===== src/mdfts_ram.sv =====
// Generic simple dual-port RAM with one write port and a registered read port.
`timescale 1ns / 1ps

module mdfts_ram #(
    parameter int WIDTH = 32,
    parameter int DEPTH = 16,
    localparam int AW   = (DEPTH > 1) ? $clog2(DEPTH) : 1
) (
    input  logic             i_clk,
    input  logic             i_we,
    input  logic [AW-1:0]    i_waddr,
    input  logic [WIDTH-1:0] i_wdata,
    input  logic [AW-1:0]    i_raddr,
    output logic [WIDTH-1:0] o_rdata
);

    logic [WIDTH-1:0] r_mem [DEPTH];
    logic [WIDTH-1:0] r_rdata;

    // Write port and registered read, old data on a same-edge collision
    always_ff @(posedge i_clk) begin
        if (i_we) begin
            r_mem[i_waddr] <= i_wdata;
        end
        r_rdata <= r_mem[i_raddr];
    end

    assign o_rdata = r_rdata;

endmodule

===== config.mk =====
export PLATFORM = sky130hd
export DESIGN_NAME = mdfts_ram
export DESIGN_NICKNAME = d
export VERILOG_FILES = /design/src/mdfts_ram.sv
export SDC_FILE = /design/constraint.sdc
export NUM_CORES = 1
export LEC_CHECK = 0
export ABC_AREA = 0
export BUFFER_PORTS_ARGS = -buffer_cell sky130_fd_sc_hd__buf_2
export CORE_ASPECT_RATIO = 0.5
export CORE_UTILIZATION = 44
export CTS_CLUSTER_DIAMETER = 30
export DETAILED_ROUTE_END_ITERATION = 16
export PLACE_DENSITY = 0.59
export SKIP_LAST_GASP = 1
export SLEW_MARGIN = 20
export SYNTH_ARGS = -nofsm -noshare
export SYNTH_HDL_FRONTEND = slang
export SYNTH_SLANG_ARGS = --single-unit

===== constraint.sdc =====
create_clock -name i_clk -period 4.7 [get_ports i_clk]
set_input_delay 0.47 -clock i_clk [delete_from_list [all_inputs] [get_ports i_clk]]
set_output_delay 0.47 -clock i_clk [all_outputs]
set_load 0.02 [all_outputs]

* After elaboration in Yosys (flattened, before gate mapping)
Memories as Yosys holds them, arrays and structs flattened. A register that Yosys moved wholly into a read port is not among the register bits.
Cells that the tools add are included.
** Storage, ports and cells
- Bits of input ports :: 42
- Memory bits (read-only) :: 0
- RAM bits :: 512
- Output and inout port bits :: 32
- Bits in registers :: 0
- Memories :: 1
- Bits in latches :: 0
** Memories
- r_mem :: words 16, bits a word 32, read ports 1, clocked after memory_dff 1, wr ports 1, RTL line 17 : logic [WIDTH-1:0] r_mem [DEPTH];
** Operators by class
- Multiply operators :: 0
- Bitwise logic cells :: 0
- Order comparisons :: 0
- Div/mod/pow operators :: 0
- Eq/ne operators :: 0
- Reduce and logical (&&, ||, !) cells :: 0
- $add $sub $neg :: 0
- Mux-type cells :: 2
- Shift-type cells :: 0
** Operator list (count)
- $mux 1 :: 2

* Logic depth before layout (Yosys ltp)
- Depth in word-level cells :: 2
- Depth in mapped cells :: 5
- Depth with buffers taken out :: 3

* Least setup slack after synthesis
Ideal clock, no wire load.
- Path type :: input -> register
- Start :: input port i_waddr[2]
- End :: memory r_mem[0][0], enable pin
- Data required time :: 4239 ps
- Arrival time :: 3188 ps
- Setup slack :: 1050 ps
- Stages :: 2
- Path through :: or3b_2 -> nor3_1
** RTL lines
- from (decl) :: RTL line 11 : input logic [AW-1:0] i_waddr,
- to (decl) :: RTL line 17
Straight into the memory's write port.

==> flow_metrics.env <==
export IMPL_worst_hold_path_num_cells=1
export IMPL_dieArea_mm2=0.04603
export IMPL_globalplace_congestion=0.7240
export IMPL_core_rowCount=54
export IMPL_routed_wl_um=43730
export IMPL_globalRouteOverflowTotal=0
export IMPL_worst_setup_path_end_kind="flop"
export IMPL_r2r_start="r_mem[3][14]"
export IMPL_diodes=0
export IMPL_post_route_util_pct=53.45
export IMPL_hold_buffers=0
export IMPL_static_leakage_power_nw=7.666
export IMPL_fin_nets=1007
export IMPL_via_count=9197
export IMPL_startpoint_type="input pin"
export IMPL_worstPathMaxFanout=50
export IMPL_cts_sinks=544
export IMPL_arrival_time_at_the_worst_endpoint_ps=2500
export IMPL_crit_type="input pin to flop"
export IMPL_drt_wirelength_per_cell_um=27.23
export IMPL_final_common_cell="sky130_fd_sc_hd__edfxtp_1"
export IMPL_r2r_worst_path_cells=3
export IMPL_ys_warn_count=0
export IMPL_detailed_place_hpwl_um=22130
export IMPL_slew_headroom_pct=27.45
export IMPL_synth_largest_area_cell="sky130_fd_sc_hd__edfxtp_1"
export IMPL_p_switching_mw=2.377
export IMPL_die_width_um=302.4
export IMPL_skew_pair_late_insertion_delay_ps=570
export IMPL_io_buffers=73
export IMPL_postCtsSetupBuffers=0
export IMPL_ctsHtreeMaxLevel=3
export IMPL_report_final_slew_viol_count=0
export IMPL_peakVddDrop_mv=0.2559
export IMPL_fmax_mhz=487.4
export IMPL_worst_pin_slew_ps=1086
export IMPL_tritoncts_num_buffers=68
export IMPL_swShare_pct=20.73
export IMPL_timing_setup_tns_ps=0
export IMPL_mostFrequentLayoutCells="512 x sky130_fd_sc_hd__edfxtp_1, 128 x sky130_fd_sc_hd__mux4_2, 73 x sky130_fd_sc_hd__clkbuf_16"
export IMPL_setup_violations=0
export IMPL_yosysUniqueCellTypes=18
export IMPL_design_area_mm2=0.02355
export IMPL_synth_seq_cells=544
export IMPL_pwr_share_seq_pct=47.6
export IMPL_ys_top_cells_by_area="sky130_fd_sc_hd__edfxtp_1 77%, sky130_fd_sc_hd__mux4_2 15%, sky130_fd_sc_hd__dfxtp_1 3.2%"
export IMPL_hold_viol_final=0
export IMPL_floorplan_die_height_um=152.2
export IMPL_timing_reg2reg_setup_slack_ps=3370
export IMPL_fin_skew_ps=14.47
export IMPL_worst_slack_setup_final_ps=2648
export IMPL_vias_per_cell=5.727
export IMPL_finalCriticalPeriod_ps=2052
export IMPL_antenna_violating_nets_left=0
export IMPL_cts_root_buf="sky130_fd_sc_hd__clkbuf_16"
export IMPL_place_inst=1482
export IMPL_dp_worst_setup_slack_ps=1947
export IMPL_tritoncts="built"
export IMPL_drv_max_cap_violation_count=0
export IMPL_pwr_share_clk_pct=48.0
export IMPL_synth_area_mm2=0.01985
export IMPL_min_period_over_period_pct=43.65
export IMPL_worstReg2RegEnd="o_rdata[14]"
export IMPL_comb_power_share_pct=4.4
export IMPL_clk_path_buf_depth=3
export IMPL_largest_net_degree_at_the_start_of_global_routing=69
export IMPL_pin_count=74
export IMPL_timing_hold_worst_start="i_wdata[26]"
export IMPL_synthToLayoutAreaGrowth_pct=18.60
export IMPL_status="finished, final reports clean"
export IMPL_cts_repair_resized=0
export IMPL_firstDrtPassIters=5
export IMPL_core_region_area_mm2=0.04405
export IMPL_grt_pass1_wl_um=64410
export IMPL_yosysSeqAreaShare_pct=80.67
export IMPL_final_layout_size_suffix_gt1_share_pct=35.56
export IMPL_drt_iter0_markers=810
export IMPL_cell_internal_pwr_mw=9.087
export IMPL_clkTransAtPathRegs_ps=60
export IMPL_syn_instance_count=838
export IMPL_vias_in_the_first_global_route=9642
export IMPL_rsz0062_at_grt="no"
export IMPL_placed_cell_area_mm2=0.02110
export IMPL_synthesis_nets=880
export IMPL_worst_ep_required_time_ps=5150
export IMPL_start_util_pct=45.07
export IMPL_syn_mean_instance_area_um2=23.69
export IMPL_min_delay_worst_endpoint="r_mem[9][26]"
export IMPL_yosysTopAreaCellShare_pct=77.44
export IMPL_global_router_s_overall_resource_usage_pct=19.52
export IMPL_power_density_over_the_cells_mw_per_mm2=486.8
export IMPL_number_of_antenna_violations_at_the_first_check_in_global_routing=0
export IMPL_worstHoldPathType="input pin to flop"
export IMPL_final_cells=1606
export IMPL_route_detailed_drc=0
==> cell usage after synthesis <==
cell,instances
sky130_fd_sc_hd__or3b_2,1
sky130_fd_sc_hd__nand3_1,1
sky130_fd_sc_hd__nor2_1,13
sky130_fd_sc_hd__buf_2,4
sky130_fd_sc_hd__nand2_1,33
sky130_fd_sc_hd__buf_4,11
sky130_fd_sc_hd__nor3_1,4
sky130_fd_sc_hd__nand3b_1,2
sky130_fd_sc_hd__and2_1,1
sky130_fd_sc_hd__edfxtp_1,512
sky130_fd_sc_hd__a22oi_1,64
sky130_fd_sc_hd__nand2b_1,2
sky130_fd_sc_hd__buf_1,9
sky130_fd_sc_hd__clkbuf_1,17
sky130_fd_sc_hd__mux4_2,128
sky130_fd_sc_hd__buf_6,2
sky130_fd_sc_hd__dfxtp_1,32
sky130_fd_sc_hd__nor2b_1,2
==> routing by layer <==
metal | global-route usage, % | wire [µm] | vias up
li1 | - | - | 3857
met4 | 5.360 | 759 | 0
met1 | 27.96 | 19270 | 5010
met5 | 0 | 0 | -
met2 | 30.96 | 21480 | 265
met3 | 3.707 | 2224 | 65
==> state kept, by name (all words and copies together), names as in the netlist <==
signal	cells
r_mem	512
o_rdata	32
==> power by group through the flow <==
stage | clock [mW] | sequential (mW) | combinational, mW
global placement | 0 | 5.55 | 0.504
global route | 5.78 | 5.46 | 0.542
detailed placement | 0 | 5.56 | 0.512
finish | 5.50 | 5.46 | 0.504
CTS | 5.58 | 5.46 | 0.513
floorplan | 0 | 5.59 | 0.260
==> worst max path at each step <==
stage               startpoint  depth (start not counted)          end  slack (ps)
finish              i_raddr[0]                          5   o_rdata[7]        2650
global route        i_raddr[0]                          5   o_rdata[5]        2430
CTS                 i_raddr[0]                          5   o_rdata[7]        2570
detailed placement  i_raddr[0]                          5   o_rdata[7]        1950
global placement    i_raddr[0]                          5   o_rdata[7]        1960
floorplan           i_waddr[2]                          2  r_mem[0][0]        1050
==> worst max-delay path: stages <==
cell and delay, ps:
sky130_fd_sc_hd__clkbuf_8 500, sky130_fd_sc_hd__buf_4 600, sky130_fd_sc_hd__mux4_2 600, sky130_fd_sc_hd__a22oi_1 220
sky130_fd_sc_hd__nand2_1 90
==> cell type report <==
| class | count | area, µm² |
|---|---|---|
| Clock inverter | 39 | 531.8 |
| Tap cell | 588 | 735.7 |
| Multi-Input combinational cell | 251 | 3750 |
| Clock buffer | 84 | 1898 |
| Sequential cell | 544 | 16020 |
| Fill cell | 3336 | 20500 |
| Timing Repair Buffer | 100 | 616.8 |
==> logic make-up after synthesis <==
| family | Yosys count | synth area share, % |
|---|---|---|
| AO/OA/AOI/OAI | 64 | 2.420 |
| buffers and inverters | 43 | 1.122 |
| multiplexers | 128 | 14.52 |
| AND/OR/NAND/NOR | 59 | 1.273 |
| flip-flops | 544 | 80.67 |
==> through the flow <==
stage | power [mW] | hold WS (ps)
after floorplan | 5.852 | 568.9
after global placement | 6.056 | 653.2
after detailed placement | 6.071 | 652.6
after CTS | 11.56 | 244.7
after global routing | 11.79 | 255.0
final | 11.46 | 268.2
Note: power is estimated with default switching activity, not from simulation.
